<file path="src/design/ils_pkg.sv">
// ----------------------------------------------------------------------------
// ils_pkg
// Shared constants, codes and types of the indexed list store.
// ----------------------------------------------------------------------------
package ils_pkg;

    localparam int CAPACITY = 64;
    localparam int DATAW    = 32;
    localparam int IDXW     = (CAPACITY > 1) ? $clog2(CAPACITY) : 1;
    localparam int CNTW     = $clog2(CAPACITY + 1);
    // compare width: holds a non-negative index and any count, plus headroom
    localparam int CMPW     = ((CNTW > 7) ? CNTW : 7) + 1;
    localparam int GROUP    = 8;
    localparam int NGRP     = (CAPACITY + GROUP - 1) / GROUP;

    localparam logic [2:0] ACT_GET  = 3'd0;
    localparam logic [2:0] ACT_HEAD = 3'd1;
    localparam logic [2:0] ACT_TAIL = 3'd2;
    localparam logic [2:0] ACT_AT   = 3'd3;
    localparam logic [2:0] ACT_DEL  = 3'd4;

    localparam logic [1:0] ST_DONE  = 2'd0;
    localparam logic [1:0] ST_RANGE = 2'd1;
    localparam logic [1:0] ST_FULL  = 2'd2;

    localparam logic [DATAW-1:0] RV_MISS = {DATAW{1'b1}};
    localparam logic [DATAW-1:0] RV_NONE = '0;

    typedef enum logic [1:0] {
        CELL_HOLD,
        CELL_INSERT,
        CELL_DELETE
    } cell_op_t;

    typedef struct packed {
        cell_op_t         op;
        logic [IDXW-1:0]  pos;
        logic [DATAW-1:0] value;
    } cell_ctrl_t;

    typedef struct packed {
        logic             use_tree;
        logic [DATAW-1:0] rv;
        logic             found;
        logic [1:0]       status;
        logic [6:0]       occupancy;
    } pend_t;

endpackage

</file>
<file path="src/design/ils_cell.sv">
// ----------------------------------------------------------------------------
// ils_cell
// One list position: holds an element, shifts toward either neighbor.
// ----------------------------------------------------------------------------
module ils_cell (
    input  logic                      clk,
    input  logic [ils_pkg::IDXW-1:0]  cell_idx,
    input  ils_pkg::cell_ctrl_t       ctrl,
    input  logic [ils_pkg::DATAW-1:0] left_elem,
    input  logic [ils_pkg::DATAW-1:0] right_elem,
    output logic [ils_pkg::DATAW-1:0] elem,
    output logic [ils_pkg::DATAW-1:0] rd_data
);

    logic [ils_pkg::DATAW-1:0] elem_reg;
    logic [ils_pkg::DATAW-1:0] elem_next;
    logic                      at_pos;
    logic                      past_pos;

    assign at_pos   = (cell_idx == ctrl.pos);
    assign past_pos = (cell_idx > ctrl.pos);

    always_comb
    begin
        elem_next = elem_reg;
        unique case (ctrl.op)
            ils_pkg::CELL_INSERT:
            begin
                if (at_pos)
                    elem_next = ctrl.value;
                else if (past_pos)
                    elem_next = left_elem;
            end
            ils_pkg::CELL_DELETE:
            begin
                if (at_pos || past_pos)
                    elem_next = right_elem;
            end
            default:
                elem_next = elem_reg;
        endcase
    end

    always_ff @(posedge clk)
    begin
        elem_reg <= elem_next;
    end

    assign elem    = elem_reg;
    // drive this element onto the read tree only when addressed
    assign rd_data = elem_reg & {ils_pkg::DATAW{at_pos}};

endmodule

</file>
<file path="config.mk">
export PLATFORM = sky130hd
export DESIGN_NAME = ils_cell
export DESIGN_NICKNAME = d
export VERILOG_FILES = /design/src/design/ils_pkg.sv /design/src/design/ils_cell.sv
export SDC_FILE = /design/constraint.sdc
export NUM_CORES = 1
export LEC_CHECK = 0
export BUFFER_PORTS_ARGS = -buffer_cell sky130_fd_sc_hd__buf_2
export CAP_MARGIN = 5
export CELL_PAD_IN_SITES_DETAIL_PLACEMENT = 1
export CELL_PAD_IN_SITES_GLOBAL_PLACEMENT = 1
export CORE_MARGIN = 8
export CORE_UTILIZATION = 25
export CTS_CLUSTER_DIAMETER = 80
export CTS_CLUSTER_SIZE = 10
export DETAILED_ROUTE_END_ITERATION = 12
export PLACE_DENSITY_LB_ADDON = 0.1
export SLEW_MARGIN = 20
export SYNTH_ARGS = -nofsm -noshare
export SYNTH_HDL_FRONTEND = slang
export SYNTH_SLANG_ARGS = --single-unit
</file>
<file path="constraint.sdc">
create_clock -name clk -period 3.21 [get_ports clk]
set_clock_uncertainty 0.2 [all_clocks]
set_input_delay 0.321 -clock clk [delete_from_list [all_inputs] [get_ports clk]]
set_output_delay 0.321 -clock clk [all_outputs]
set_load 0.05 [all_outputs]
</file>
==> reports/results.tsv <==
metric	value	unit
outcome	finished clean	
PwrDens	426	nW/um^2
CTS buffer count	5	
CTS Hold Bufs	0	
share of cells above drive strength 1	47.3	%
Slowest-stage cell, CP	ha_1	
yosys warns	0	
met2 GRT Util	26.1	%
worst slack, placed	0.714	ns
total wire length	9480	um
synthesized flop and latch total	32	
GRT Resource Usage Total	15.2	%
P_leak	1.50	nW
synth top area cells	edfxtp_1 (43%), nand4_1 (9.2%), a31oi_1 (8.9%)	
cell taking the most area after synthesis	edfxtp_1	
drt drc	0	
library cells used by synthesis	26	
Final ANT Viol Nets	0	
mapped cell area	2250	um^2
Max VDD drop	138	uV
Rel. slew slack	62.5	%
I/O Buffers	174	
gr ovfl total	0	
startpoint types	input port	
Critical Path End Type	primary output	
Buffers & Inverters on Critical Path	4	
Hold Path Class	input port to flip-flop	
Longest Clk Path Bufs	2	
routed len/inst	18.3	um
first-pass GRT wire length	15200	um
Sink Count	32	
final worst slack	0.956	ns
M3 GR Usage	5.09	%
register area share after synthesis	42.6	%
Area Overhead vs Synth	42.6	%
number of H-tree levels	2	
DR vias/cell	4.88	
# diodes	0	
Die ar.	12300	um^2
post-synth net total	362	
Initial Util	25.9	%
Critical Path AT	1.73	ns
Most Used Layer, Global Route	met2	
cell class contributing the biggest share of worst-path delay	buffers and inverters	
Sum Neg Setup Slack	0	ns
CTS resizes	0	
DP HPWL	7320	um
max-slew violations	0	
CTS tree	yes	
CTS clk-pin slew, worst paths	0.07	ns
Final setup viols	0	
cell mode on critical path	buf_2	
RSZ-0062 raised after global routing	false	
clock period minus worst slack	2.25	ns
std cell rows	34	
syn_area_per_cell	9.20	um^2
drt pass-1 iters	4	
sequence of cells on the critical path	buf_2 -> inv_1 -> ha_1 -> nand4_1 -> nor2_2 -> buf_4 -> and2_1 -> buf_2	
antenna violations before repair	0	
Slowest Stage Delay on Critical Path	0.32	ns
final hold viol count	0	
vias in the first global route	2842	
largest net degree at the start of global routing	36	
Post-CTS Setup Bufs	0	
Final nets	526	
max FFs per register	32	
WS Path Type	input port to primary output	
die height	111	um
WP data required	2.69	ns
Mapped Cells	245	
die width	111	um
Crit Path Max Fanout	19	
# IOs	175	
max cap viols	0	
CTS Root Cell	clkbuf_8	
GR Util met1	17.4	%
Yosys top cell area share	42.6	%
routability congestion estimate	0.692	
share of the clock period used by the worst path	70.2	%
total number of vias	2526	
Detailed Route Iter0 Violations	71	
Peak Freq	444	MHz
Core Footprint	8720	um^2
Tightest Pin Transition	0.562	ns
==> worst paths after layout <==
kind / startpoint / endpoint / slack, ns / cells after the start
max: ctrl[37] / rd_data[28] / 0.96 / 8
min: right_elem[27] / elem[27]$_DFFE_PP_ / 0.19 / 3
==> kinds of logic (layout without fill, tap and decap cells) <==
| kind of cell | after synthesis | after routing | synth area share, % |
|---|---|---|---|
| AND/OR/NAND/NOR | 104 | 104 | 25.3 |
| XOR/XNOR | 1 | 1 | 0.389 |
| buffers and inverters | 34 | 199 | 11.2 |
| adder cells (fa/ha/maj) | 6 | 6 | 3.33 |
| AO/OA/AOI/OAI | 68 | 68 | 17.1 |
| flip-flops | 32 | 32 | 42.6 |
==> worst min-delay path: cells and delay by family <==
family | cells | cell delay [ns]
AOI/OAI and AO/OA | 1 | 0.12
buffers and inverters | 1 | 0.07
and+or+nand+nor | 1 | 0.03
==> layout make-up <==
type	count	area, um^2
clock buffer	7	76.3
clock inverter	1	3.75
fill	1102	5510
inverter	6	22.5
multi-input combinational	179	1060
sequential	32	961
tap	108	135
timing repair buffer	185	953
==> layout by cell type, fill, tap and decap left out, drive strengths merged <==
master / netlist / final
clkinv: 0 / 1
and4: 1 / 1
buf: 13 / 185
nand4: 33 / 33
nand2: 1 / 1
o21ai: 33 / 33
nand2b: 1 / 1
nor2b: 1 / 1
and2: 32 / 32
inv: 6 / 6
a21oi: 1 / 1
a21o: 1 / 1
a41oi: 1 / 1
nand3: 2 / 2
xnor2: 1 / 1
clkbuf: 15 / 7
edfxtp: 32 / 32
ha: 6 / 6
nor2: 33 / 33
a31oi: 32 / 32
==> report_power, final <==
part           total [mW]  leakage [nW]  internal, mW  switching, mW
clock               0.299        0.0399         0.151          0.148
combinational       0.511          1.15         0.137          0.374
sequential          0.559         0.303         0.533         0.0261
total                1.37          1.50         0.820          0.548
==> synthesized netlist by cell type <==
master,n
buf_12,3
buf_4,2
o21ai_0,31
nor2_2,1
nand2b_1,1
inv_1,6
o21ai_1,2
nor2_1,32
nand4_1,33
a31oi_1,32
xnor2_1,1
a41oi_1,1
nor2b_1,1
edfxtp_1,32
and4_1,1
nand3_1,2
and2_1,32
nand2_2,1
clkbuf_1,9
a21o_1,1
clkbuf_8,3
buf_2,4
ha_1,6
a21oi_1,1
clkbuf_2,3
buf_6,4
==> stage by stage <==
stage          cells  total power [mW]  util [%]  instance area, um^2  hold WS (ns)
2_1_floorplan    245             0.927         -                 2260         0.375
3_3_place_gp     510              1.08      35.9                 3130         0.472
3_5_place_dp     510              1.09      35.9                 3130         0.477
4_1_cts          518              1.39      36.9                 3210         0.183
5_1_grt          518              1.44      36.9                 3210         0.196
6_report         518              1.37      36.9                 3210         0.191
==> routing by layer <==
| metal | up-vias | wire length, um |
|---|---|---|
| li1 | 1240 | - |
| met1 | 1177 | 4060 |
| met2 | 103 | 4600 |
| met3 | 6 | 716 |
| met4 | 0 | 112 |
| met5 | - | 0 |
Power figures use the tool's default switching activity.
