===== src/design/ils_pkg.sv =====
// ----------------------------------------------------------------------------
// ils_pkg
// Shared constants, codes and types of the indexed list store.
// ----------------------------------------------------------------------------
package ils_pkg;

    localparam int CAPACITY = 64;
    localparam int DATAW    = 32;
    localparam int IDXW     = (CAPACITY > 1) ? $clog2(CAPACITY) : 1;
    localparam int CNTW     = $clog2(CAPACITY + 1);
    // compare width: holds a non-negative index and any count, plus headroom
    localparam int CMPW     = ((CNTW > 7) ? CNTW : 7) + 1;
    localparam int GROUP    = 8;
    localparam int NGRP     = (CAPACITY + GROUP - 1) / GROUP;

    localparam logic [2:0] ACT_GET  = 3'd0;
    localparam logic [2:0] ACT_HEAD = 3'd1;
    localparam logic [2:0] ACT_TAIL = 3'd2;
    localparam logic [2:0] ACT_AT   = 3'd3;
    localparam logic [2:0] ACT_DEL  = 3'd4;

    localparam logic [1:0] ST_DONE  = 2'd0;
    localparam logic [1:0] ST_RANGE = 2'd1;
    localparam logic [1:0] ST_FULL  = 2'd2;

    localparam logic [DATAW-1:0] RV_MISS = {DATAW{1'b1}};
    localparam logic [DATAW-1:0] RV_NONE = '0;

    typedef enum logic [1:0] {
        CELL_HOLD,
        CELL_INSERT,
        CELL_DELETE
    } cell_op_t;

    typedef struct packed {
        cell_op_t         op;
        logic [IDXW-1:0]  pos;
        logic [DATAW-1:0] value;
    } cell_ctrl_t;

    typedef struct packed {
        logic             use_tree;
        logic [DATAW-1:0] rv;
        logic             found;
        logic [1:0]       status;
        logic [6:0]       occupancy;
    } pend_t;

endpackage


===== src/design/ils_ctrl.sv =====
// ----------------------------------------------------------------------------
// ils_ctrl
// Action decode: range checks, cell command, result fields and new count.
// ----------------------------------------------------------------------------
module ils_ctrl (
    input  logic [2:0]               action,
    input  logic signed [7:0]        index,
    input  logic [31:0]              value,
    input  logic [ils_pkg::CNTW-1:0] count,
    output ils_pkg::cell_ctrl_t      cell_ctrl,
    output ils_pkg::pend_t           result,
    output logic [ils_pkg::CNTW-1:0] count_next
);

    logic [ils_pkg::CMPW-1:0] idx_ext;
    logic [ils_pkg::CMPW-1:0] cnt_ext;
    logic                     neg;
    logic                     in_range;
    logic                     beyond;
    logic                     full;
    logic [ils_pkg::IDXW-1:0] idx_pos;
    logic [ils_pkg::IDXW-1:0] tail_pos;

    assign neg      = index[7];
    assign idx_ext  = ils_pkg::CMPW'(index[6:0]);
    assign cnt_ext  = ils_pkg::CMPW'(count);
    assign in_range = !neg && (idx_ext < cnt_ext);
    assign beyond   = !neg && (idx_ext > cnt_ext);
    assign full     = (count == ils_pkg::CNTW'(ils_pkg::CAPACITY));
    assign idx_pos  = ils_pkg::IDXW'(idx_ext);
    assign tail_pos = ils_pkg::IDXW'(count);

    always_comb
    begin
        cell_ctrl.op    = ils_pkg::CELL_HOLD;
        cell_ctrl.pos   = idx_pos;
        cell_ctrl.value = value;
        result.use_tree = 1'b0;
        result.rv       = ils_pkg::RV_NONE;
        result.found    = 1'b0;
        result.status   = ils_pkg::ST_DONE;
        count_next      = count;

        unique case (action)
            ils_pkg::ACT_GET:
            begin
                if (in_range)
                begin
                    result.use_tree = 1'b1;
                    result.found    = 1'b1;
                end
                else
                begin
                    result.rv     = ils_pkg::RV_MISS;
                    result.status = ils_pkg::ST_RANGE;
                end
            end
            ils_pkg::ACT_HEAD, ils_pkg::ACT_TAIL, ils_pkg::ACT_AT:
            begin
                if (action == ils_pkg::ACT_HEAD)
                    cell_ctrl.pos = '0;
                else if (action == ils_pkg::ACT_TAIL)
                    cell_ctrl.pos = tail_pos;
                else if (neg)
                    cell_ctrl.pos = '0;

                if ((action == ils_pkg::ACT_AT) && beyond)
                    result.status = ils_pkg::ST_RANGE;
                else if (full)
                    result.status = ils_pkg::ST_FULL;
                else
                begin
                    cell_ctrl.op = ils_pkg::CELL_INSERT;
                    count_next   = count + 1'b1;
                end
            end
            ils_pkg::ACT_DEL:
            begin
                if (in_range)
                begin
                    cell_ctrl.op = ils_pkg::CELL_DELETE;
                    count_next   = count - 1'b1;
                end
                else
                    result.status = ils_pkg::ST_RANGE;
            end
            default:
            begin
                result.rv     = ils_pkg::RV_MISS;
                result.status = ils_pkg::ST_RANGE;
            end
        endcase

        result.occupancy = 7'(count_next);
    end

endmodule


===== config.mk =====
export PLATFORM = sky130hd
export DESIGN_NAME = ils_ctrl
export DESIGN_NICKNAME = d
export VERILOG_FILES = /design/src/design/ils_pkg.sv /design/src/design/ils_ctrl.sv
export SDC_FILE = /design/constraint.sdc
export NUM_CORES = 1
export LEC_CHECK = 0
export BUFFER_PORTS_ARGS = -buffer_cell sky130_fd_sc_hd__buf_2
export CAP_MARGIN = 20
export CORE_AREA = 2 2 64 66
export DETAILED_ROUTE_END_ITERATION = 10
export DIE_AREA = 0 0 66 68
export PLACE_DENSITY = 0.92
export SLEW_MARGIN = 10
export SYNTH_ARGS = -nofsm -noshare
export SYNTH_HDL_FRONTEND = slang
export SYNTH_SLANG_ARGS = --single-unit

===== constraint.sdc =====
create_clock -name vclk -period 3.55
set_clock_uncertainty 0.05 [all_clocks]
set_input_delay 0.5325 -clock vclk [all_inputs]
set_output_delay 0.5325 -clock vclk [all_outputs]
set_load 0.005 [all_outputs]

==> impl_metrics.yaml, run 1 <==
final_layout:
  drive_above_1_share_pct: 47.6
  ff_latch_area_sq_um: 0
  final.fill_count: 420
  diodes: 0
  num-clock-buffers: 0
  area_growth_pct: -9.31
  seq_cells: 0
  multi_input_area_sq_um: 727
  nets: 247
sta:
  rsz0062_at_grt: "false"
  hold_violations: 0
  period_share_pct: 85.4
  period_needed_ns: 3.03
  fmax_mhz: 330
  slew_headroom_pct: 55.3
  worst_slack_ns: 0.518
  tns_ns: 0
  drv_slew: 0
  setup_viol: 0
  worst_slew_pin_slew_ns: 0.664
run_status:
  status: "finished, final reports clean"
place:
  numPortBuffers: 76
  pre_cts_slack_ns: 0.515
  dp_hpwl_mm: 2.70
  gp_congestion: 0.997
die:
  rows: 23
  die_h_microns: 68
  io-pin-count: 140
  die_x_microns: 66
  initial_utilization_pct: 34.8
  dieArea_sq_um: 4490
  core_sq_um: 3860
synthesis:
  avgSynthCellArea_sq_um: 7.30
  syn_area_sq_um: 1340
  syn_nets: 244
  yosys_warnings: 0
  ys_types: 42
  synth_seq_area_share_pct: 0
  syn_inst: 184
  yosysMostFrequentCell: "buf_4"
  yosysTopAreaCell: "buf_4"
  ys_top_cells_by_count: "71 x buf_4, 10 x ha_1, 10 x inv_1"
  synth_area_leaders: "buf_4 40%, ha_1 9.3%, a22o_1 5.9%"
  synth_top_area_share_pct: 39.7
power_and_ir_drop:
  power_density_nw_per_um2: 138
  ir_drop_mv: 0.0368
  leakagePower_nw: 0.636
drt:
  avgViaCountPerCell: 5.11
  wire_per_inst_microns: 13.7
  drc: 0
  vias: 1202
  firstDrtPassIters: 4
  initialDrtViolationCount: 77
  wirelength_mm: 3.23
  wl_met2_mm: 1.50
  m1WireLength_mm: 1.37
  final_antenna_net_count: 0
  wl_met3_microns: 326
  routed.top_layer: "met4"
worst_setup_path:
  path_class: "primary input to output port"
  arrival_ns: 2.45
  crit_path_start_kind: "primary input"
  critical_path.cell_chain: "buf_2 > inv_1 > ha_1 > a21oi_1 > a21oi_4 > nor4_2 > a31oi_1 > xnor2_1 > buf_2"
  timing.critical_path.mode_cell: "buf_2"
  worst_setup_path_end_kind: "output port"
  path_buf_inv: 3
  critical-path-top-delay-family: "compound AO/OA/AOI/OAI gates"
  worst_path_max_delay_cell: "nor4_2"
  cpPeakStageDelay_ns: 0.37
  required_ns: 2.97
  path_max_fanout: 10
global_route:
  track_usage_pct: 13.2
  grt_max_degree: 33
  grt_overflow: 0
  antenna_found_initial: 0
  grt_pass1_vias: 980
  grt_first_pass_wirelength_mm: 4.75
cts:
  hold_buffers: 0
  cts_resized: 0
  cts_setup_buffers: 0
min_path:
  hold_path.class: "primary input to output port"
flow_run:
  maxCapViolations: 0
==> metrics by stage <==
step / area, sq um / instances / power, mW / utilization, % / hold WS (ns)
2_1_floorplan: 1340 / 184 / 0.169 / - / 1.09
3_3_place_gp: 1220 / 235 / 0.166 / 31.6 / 1.02
3_5_place_dp: 1220 / 235 / 0.169 / 31.6 / 1.02
4_1_cts: 1220 / 235 / 0.169 / 31.6 / 1.02
5_1_grt: 1220 / 235 / 0.190 / 31.6 / 1.02
6_report: 1220 / 235 / 0.168 / 31.6 / 1.02
==> power by group <==
group / switching (mW) / total [mW] / internal, mW
clock network: 0 / 0 / 0
registers: 0 / 0 / 0
logic: 0.0939 / 0.168 / 0.0745
==> final cells by class <==
| cell class | count | area share (%) |
|---|---|---|
| Multi-Input combinational cell | 97 | 59.7 |
| Timing Repair Buffer | 77 | 31.8 |
| Tap cell | 50 | 5.13 |
| Inverter | 11 | 3.39 |
==> cells by family (layout without fill, tap and decap cells) <==
| group | count (synthesis) | count (layout) | synth area share [%] |
|---|---|---|---|
| compound gates | 36 | 36 | 21.6 |
| xor+xnor | 5 | 5 | 3.26 |
| fa+ha+maj | 10 | 10 | 9.31 |
| buf+inv | 87 | 88 | 45.9 |
| mux | 1 | 1 | 0.745 |
| simple gates | 45 | 45 | 19.2 |
==> cell usage in the layout, fill, tap and decap left out, types with 2 or more instances in the layout <==
cell type,instances
o211ai_2,2
nor4_1,5
a21oi_1,7
and3_1,3
nand3_1,8
buf_2,76
nor2_1,6
a22o_1,9
nor4_2,2
ha_1,10
nor3_1,4
nand2_1,7
xnor2_1,5
inv_1,10
o211ai_1,2
o21ai_0,4
and2_1,2
==> worst paths after layout <==
| path | startpoint | endpoint | slack, ns | depth (start not counted) |
|---|---|---|---|---|
| worst min-delay path | value[0] | cell_ctrl[0] | 1.02 | 0 |
| worst max-delay path | count[2] | count_next[0] | 0.52 | 9 |
==> metal layers <==
layer,track usage (%),vias to the layer above
li1,-,579
met1,18.7,552
met4,2.04,0
met3,1.48,8
met5,0,-
met2,21.8,63
Note: power is estimated with default switching activity, not from simulation.
==> run 2, diff against run 1 <==
--- a/config.mk
+++ b/config.mk
@@ -10,6 +10,7 @@
 export CORE_AREA = 2 2 64 66
 export DETAILED_ROUTE_END_ITERATION = 10
 export DIE_AREA = 0 0 66 68
+export MAX_ROUTING_LAYER = met4
 export PLACE_DENSITY = 0.92
 export SLEW_MARGIN = 10
 export SYNTH_ARGS = -nofsm -noshare
==> run 2 against run 1 <==
  * Global-route usage up 0.87 points
  * Sequential share of layout area stayed put
  * Maximum frequency is 1.3% lower
  * Via count is 0.50% higher
  * Critical path depth unchanged
  * Wire length grew 7.0%
  * Power rose by 1.3%
  * Combinational power about the same
  * Largest power group unchanged
  * Highest routed layer unchanged
==> impl_metrics.yaml, run 2 (synthesis results as in run 1) <==
run_status:
  status: "finished, final reports clean"
global_route:
  track_usage_pct: 14.0
  grt_max_degree: 33
  grt_first_pass_wirelength_mm: 4.84
  antenna_found_initial: 0
  grt_overflow: 0
  grt_pass1_vias: 1014
die:
  rows: 23
  dieArea_sq_um: 4490
  die_h_microns: 68
  die_x_microns: 66
  io-pin-count: 140
  core_sq_um: 3860
  initial_utilization_pct: 34.8
place:
  dp_hpwl_mm: 2.87
  gp_congestion: 1.03
  numPortBuffers: 76
  numPlacedInstances: 235
power_and_ir_drop:
  seqPwrFrac_pct: 0
  power.switching_uw: 96.0
  power.share.clock_pct: 0
  internal_power_uw: 74.7
  leakagePower_nw: 0.636
  power_frac_comb_pct: 100.0
  power_density_nw_per_um2: 140
  switching_share_pct: 56.2
  ir_drop_mv: 0.0364
  fin_total_pwr_uw: 171
sta:
  setup_viol: 0
  period_needed_ns: 3.07
  tns_ns: 0
  slew_headroom_pct: 54.0
  period_share_pct: 86.5
  fmax_mhz: 326
  hold_violations: 0
  drv_slew: 0
  rsz0062_at_grt: "false"
  worst_slew_pin_slew_ns: 0.683
worst_setup_path:
  critical-path-top-delay-family: "compound AO/OA/AOI/OAI gates"
  path_max_fanout: 7
  cp-endpoint: "count_next[3]"
  cp_num_cells: 9
  worst_setup_path_end_kind: "output port"
  worst_path_max_delay_cell: "nor3_2"
  path_buf_inv: 3
  cpPeakStageDelay_ns: 0.36
  arrival_ns: 2.49
  critical_path.cell_chain: "buf_2 > inv_1 > ha_1 > a21oi_1 > o211ai_2 > nor3_2 > a32oi_1 > xnor2_1 > buf_2"
  crit_path_start_kind: "primary input"
  required_ns: 2.97
  timing.critical_path.mode_cell: "buf_2"
  path_class: "primary input to output port"
  crit_start: "count[4]"
final_layout:
  multi_input_area_sq_um: 727
  final_common_cell: "buf_2"
  final.fill_count: 433
  ff_latch_area_sq_um: 0
  drive_above_1_share_pct: 47.6
  seq_cells: 0
  num-clock-buffers: 0
  diodes: 0
  final_cell_mix: "76 x buf_2, 10 x inv_1, 10 x ha_1"
  nets: 247
  finalNonFillerCells: 235
  area_growth_pct: -9.31
drt:
  initialDrtViolationCount: 59
  drc: 0
  wirelength_mm: 3.46
  firstDrtPassIters: 4
  vias: 1208
  wire_per_inst_microns: 14.7
  final_antenna_net_count: 0
  avgViaCountPerCell: 5.14
min_path:
  hold_path.class: "primary input to output port"
  holdPathStages: 0
cts:
  hold_buffers: 0
  cts_setup_buffers: 0
  cts_resized: 0
flow_run:
  maxCapViolations: 0
-- run 2: cell counts in the layout (fill, tap and decap cells not counted) --
Identical to the previous run, type by type.
-- run 2: final cells by class --
type	instances	share of cell area [%]
inverter	11	3.39
timing repair buffer	77	31.8
tap	50	5.13
multi-input combinational	97	59.7
-- run 2: worst min path at each step --
stage	from	endpoint	slack, ns
6_report	value[0]	cell_ctrl[0]	1.02
5_1_grt	value[31]	cell_ctrl[31]	1.02
4_1_cts	value[16]	cell_ctrl[16]	1.02
3_5_place_dp	value[16]	cell_ctrl[16]	1.02
3_3_place_gp	value[16]	cell_ctrl[16]	1.02
2_1_floorplan	count[0]	count_next[0]	1.09
-- run 2: metal layers --
| metal | global-route usage [%] | part of all wire [%] | up-vias |
|---|---|---|---|
| met4 | 2.30 | 0.84 | 0 |
| met1 | 17.6 | 40 | 552 |
| met5 | - | 0 | - |
| li1 | - | - | 580 |
| met2 | 24.9 | 49 | 68 |
| met3 | 1.48 | 10 | 8 |
-- run 2: stage by stage --
step                util (%)  instance area [sq um]  hold WS, ns  setup WS, ns
CTS                     31.6                   1220         1.02         0.511
detailed placement      31.6                   1220         1.02         0.512
finish                  31.6                   1220         1.02         0.479
global placement        31.6                   1220         1.02         0.514
floorplan                  -                   1340         1.09         0.377
global route            31.6                   1220         1.02         0.345
-- run 2: power by group through the flow --
stage               Clock, mW  Combinational, mW  Sequential [mW]
detailed placement          0              0.171                0
finish                      0              0.171                0
CTS                         0              0.171                0
global placement            0              0.166                0
floorplan                   0              0.169                0
global route                0              0.191                0
==> run 3, diff against run 2 <==
--- a/config.mk
+++ b/config.mk
@@ -5,13 +5,14 @@
 export SDC_FILE = /design/constraint.sdc
 export NUM_CORES = 1
 export LEC_CHECK = 0
+export ABC_AREA = 1
 export BUFFER_PORTS_ARGS = -buffer_cell sky130_fd_sc_hd__buf_2
 export CAP_MARGIN = 20
-export CORE_AREA = 2 2 64 66
+export CORE_AREA = 2 2 66 68
 export DETAILED_ROUTE_END_ITERATION = 10
-export DIE_AREA = 0 0 66 68
+export DIE_AREA = 0 0 68 70
 export MAX_ROUTING_LAYER = met4
-export PLACE_DENSITY = 0.92
+export PLACE_DENSITY = 0.93
 export SLEW_MARGIN = 10
 export SYNTH_ARGS = -nofsm -noshare
 export SYNTH_HDL_FRONTEND = slang
==> run 3 against run 2 <==
  * Die area is 6.1% higher
  * Non-clock buffer count did not move
  * Power up 20%
  * Worst hold slack stayed put
  * Sequential cell count did not move
  * Critical endpoint is now result[30]
  * Largest power group unchanged
==> impl_metrics.yaml, run 3 <==
worst_setup_path:
  required_ns: 2.97
  crit_path_start_kind: "primary input"
  cpPeakStageDelay_ns: 0.31
  critical_path.cell_chain: "buf_2 > inv_1 > ha_1 > nand2_1 > nor2_2 > nand2_4 > nand3_4 > inv_1 > o21ai_2 > buf_4 > buf_2"
  path_class: "primary input to output port"
  arrival_ns: 2.30
  worst_path_max_delay_cell: "ha_1"
  worst_setup_path_end_kind: "output port"
  path_max_fanout: 32
die:
  dieArea_sq_um: 4760
  die_x_microns: 68
  core_sq_um: 4140
  initial_utilization_pct: 36.7
  rows: 24
  io-pin-count: 140
  die_h_microns: 70
sta:
  fmax_mhz: 347
  period_share_pct: 81.1
  period_needed_ns: 2.88
  worst_slew_pin_slew_ns: 0.446
  setup_viol: 0
  slew_headroom_pct: 70.1
  holdWs_ns: 1.02
  hold_violations: 0
  rsz0062_at_grt: "false"
  drv_slew: 0
  tns_ns: 0
synthesis:
  syn_area_sq_um: 1520
  synth_seq_area_share_pct: 0
  avgSynthCellArea_sq_um: 6.08
  synth_top_area_share_pct: 35.1
  ys_top_cells_by_count: "71 x buf_4, 51 x nand2_1, 37 x nand3_1"
  ys_types: 25
  yosys_warnings: 0
  syn_nets: 310
  yosysTopAreaCell: "buf_4"
  yosysMostFrequentCell: "buf_4"
  syn_inst: 250
  synth_area_leaders: "buf_4 35%, nand2_1 13%, nand3_1 12%"
final_layout:
  final_common_cell: "buf_2"
  drive_above_1_share_pct: 38.7
  area_growth_pct: -6.42
  seq_cells: 0
  diodes: 0
  final_cell_mix: "76 x buf_2, 51 x nand2_1, 37 x nand3_1"
  final_area_sq_um: 1420
  nets: 315
  finalNonFillerCells: 305
  num-clock-buffers: 0
  ff_latch_area_sq_um: 0
drt:
  wire_per_inst_microns: 11.7
  initialDrtViolationCount: 38
  avgViaCountPerCell: 4.93
  drc: 0
  wl_met2_mm: 1.69
  wl_met3_microns: 383
  m1WireLength_mm: 1.50
  routed.top_layer: "met4"
  vias: 1503
  firstDrtPassIters: 4
  wirelength_mm: 3.58
  final_antenna_net_count: 0
flow_run:
  maxCapViolations: 0
power_and_ir_drop:
  power_frac_comb_pct: 100.0
  power.switching_uw: 121
  power.share.clock_pct: 0
  seqPwrFrac_pct: 0
  ir_drop_mv: 0.0408
  internal_power_uw: 84.0
  leakagePower_nw: 0.851
  switching_share_pct: 59.1
  power_density_nw_per_um2: 144
min_path:
  hold_path.class: "primary input to output port"
place:
  numPlacedInstances: 305
  numPortBuffers: 76
  dp_hpwl_mm: 2.96
  gp_congestion: 0.905
  placed_cell_area_sq_um: 1420
cts:
  cts_setup_buffers: 0
  cts_resized: 0
  hold_buffers: 0
run_status:
  status: "finished, final reports clean"
global_route:
  grt_overflow: 0
  grt_max_degree: 33
  track_usage_pct: 14.6
  antenna_found_initial: 0
  grt_first_pass_wirelength_mm: 5.58
  grt_pass1_vias: 1242
[run 3: worst paths after layout]
kind	cells past startpoint	to	from	slack, ns
max	11	result[30]	count[4]	0.67
min	0	cell_ctrl[14]	value[14]	1.02
[run 3: power groups by stage]
stage	sequential [mW]	combinational (mW)	clock, mW
3_3_place_gp	0	0.202	0
3_5_place_dp	0	0.206	0
2_1_floorplan	0	0.201	0
6_report	0	0.205	0
5_1_grt	0	0.234	0
4_1_cts	0	0.206	0
[run 3: metrics by stage]
step                utilization [%]  power (mW)  setup WS, ns
floorplan                         -       0.201         0.413
global placement               34.3       0.202         0.716
detailed placement             34.3       0.206         0.662
CTS                            34.3       0.206         0.660
global route                   34.3       0.234         0.457
finish                         34.3       0.205         0.672
[run 3: logic make-up after synthesis]
kind of cell | synth area share, %
buf+inv | 43.4
compound gates | 7.00
xor+xnor | 3.46
fa+ha+maj | 8.23
simple gates | 37.9
[run 3: routing by layer]
metal	up-vias	global-route usage [%]
met5	-	-
met4	0	1.11
met3	2	1.13
met2	101	24.1
met1	665	20.2
li1	735	-
[run 3: worst max-delay path: cells and delay by family]
family | cells | cell delay [ns]
AND/OR/NAND/NOR | 4 | 0.54
adder cells (fa/ha/maj) | 1 | 0.31
AO/OA/AOI/OAI | 1 | 0.11
buffers and inverters | 5 | 0.78
[run 3: final cells by class]
cell class         instances  area [sq um]
fillers                  467          2720
multi-input cells        148           865
repair buffers            77           388
inverters                 28           105
well taps                 52          65.1
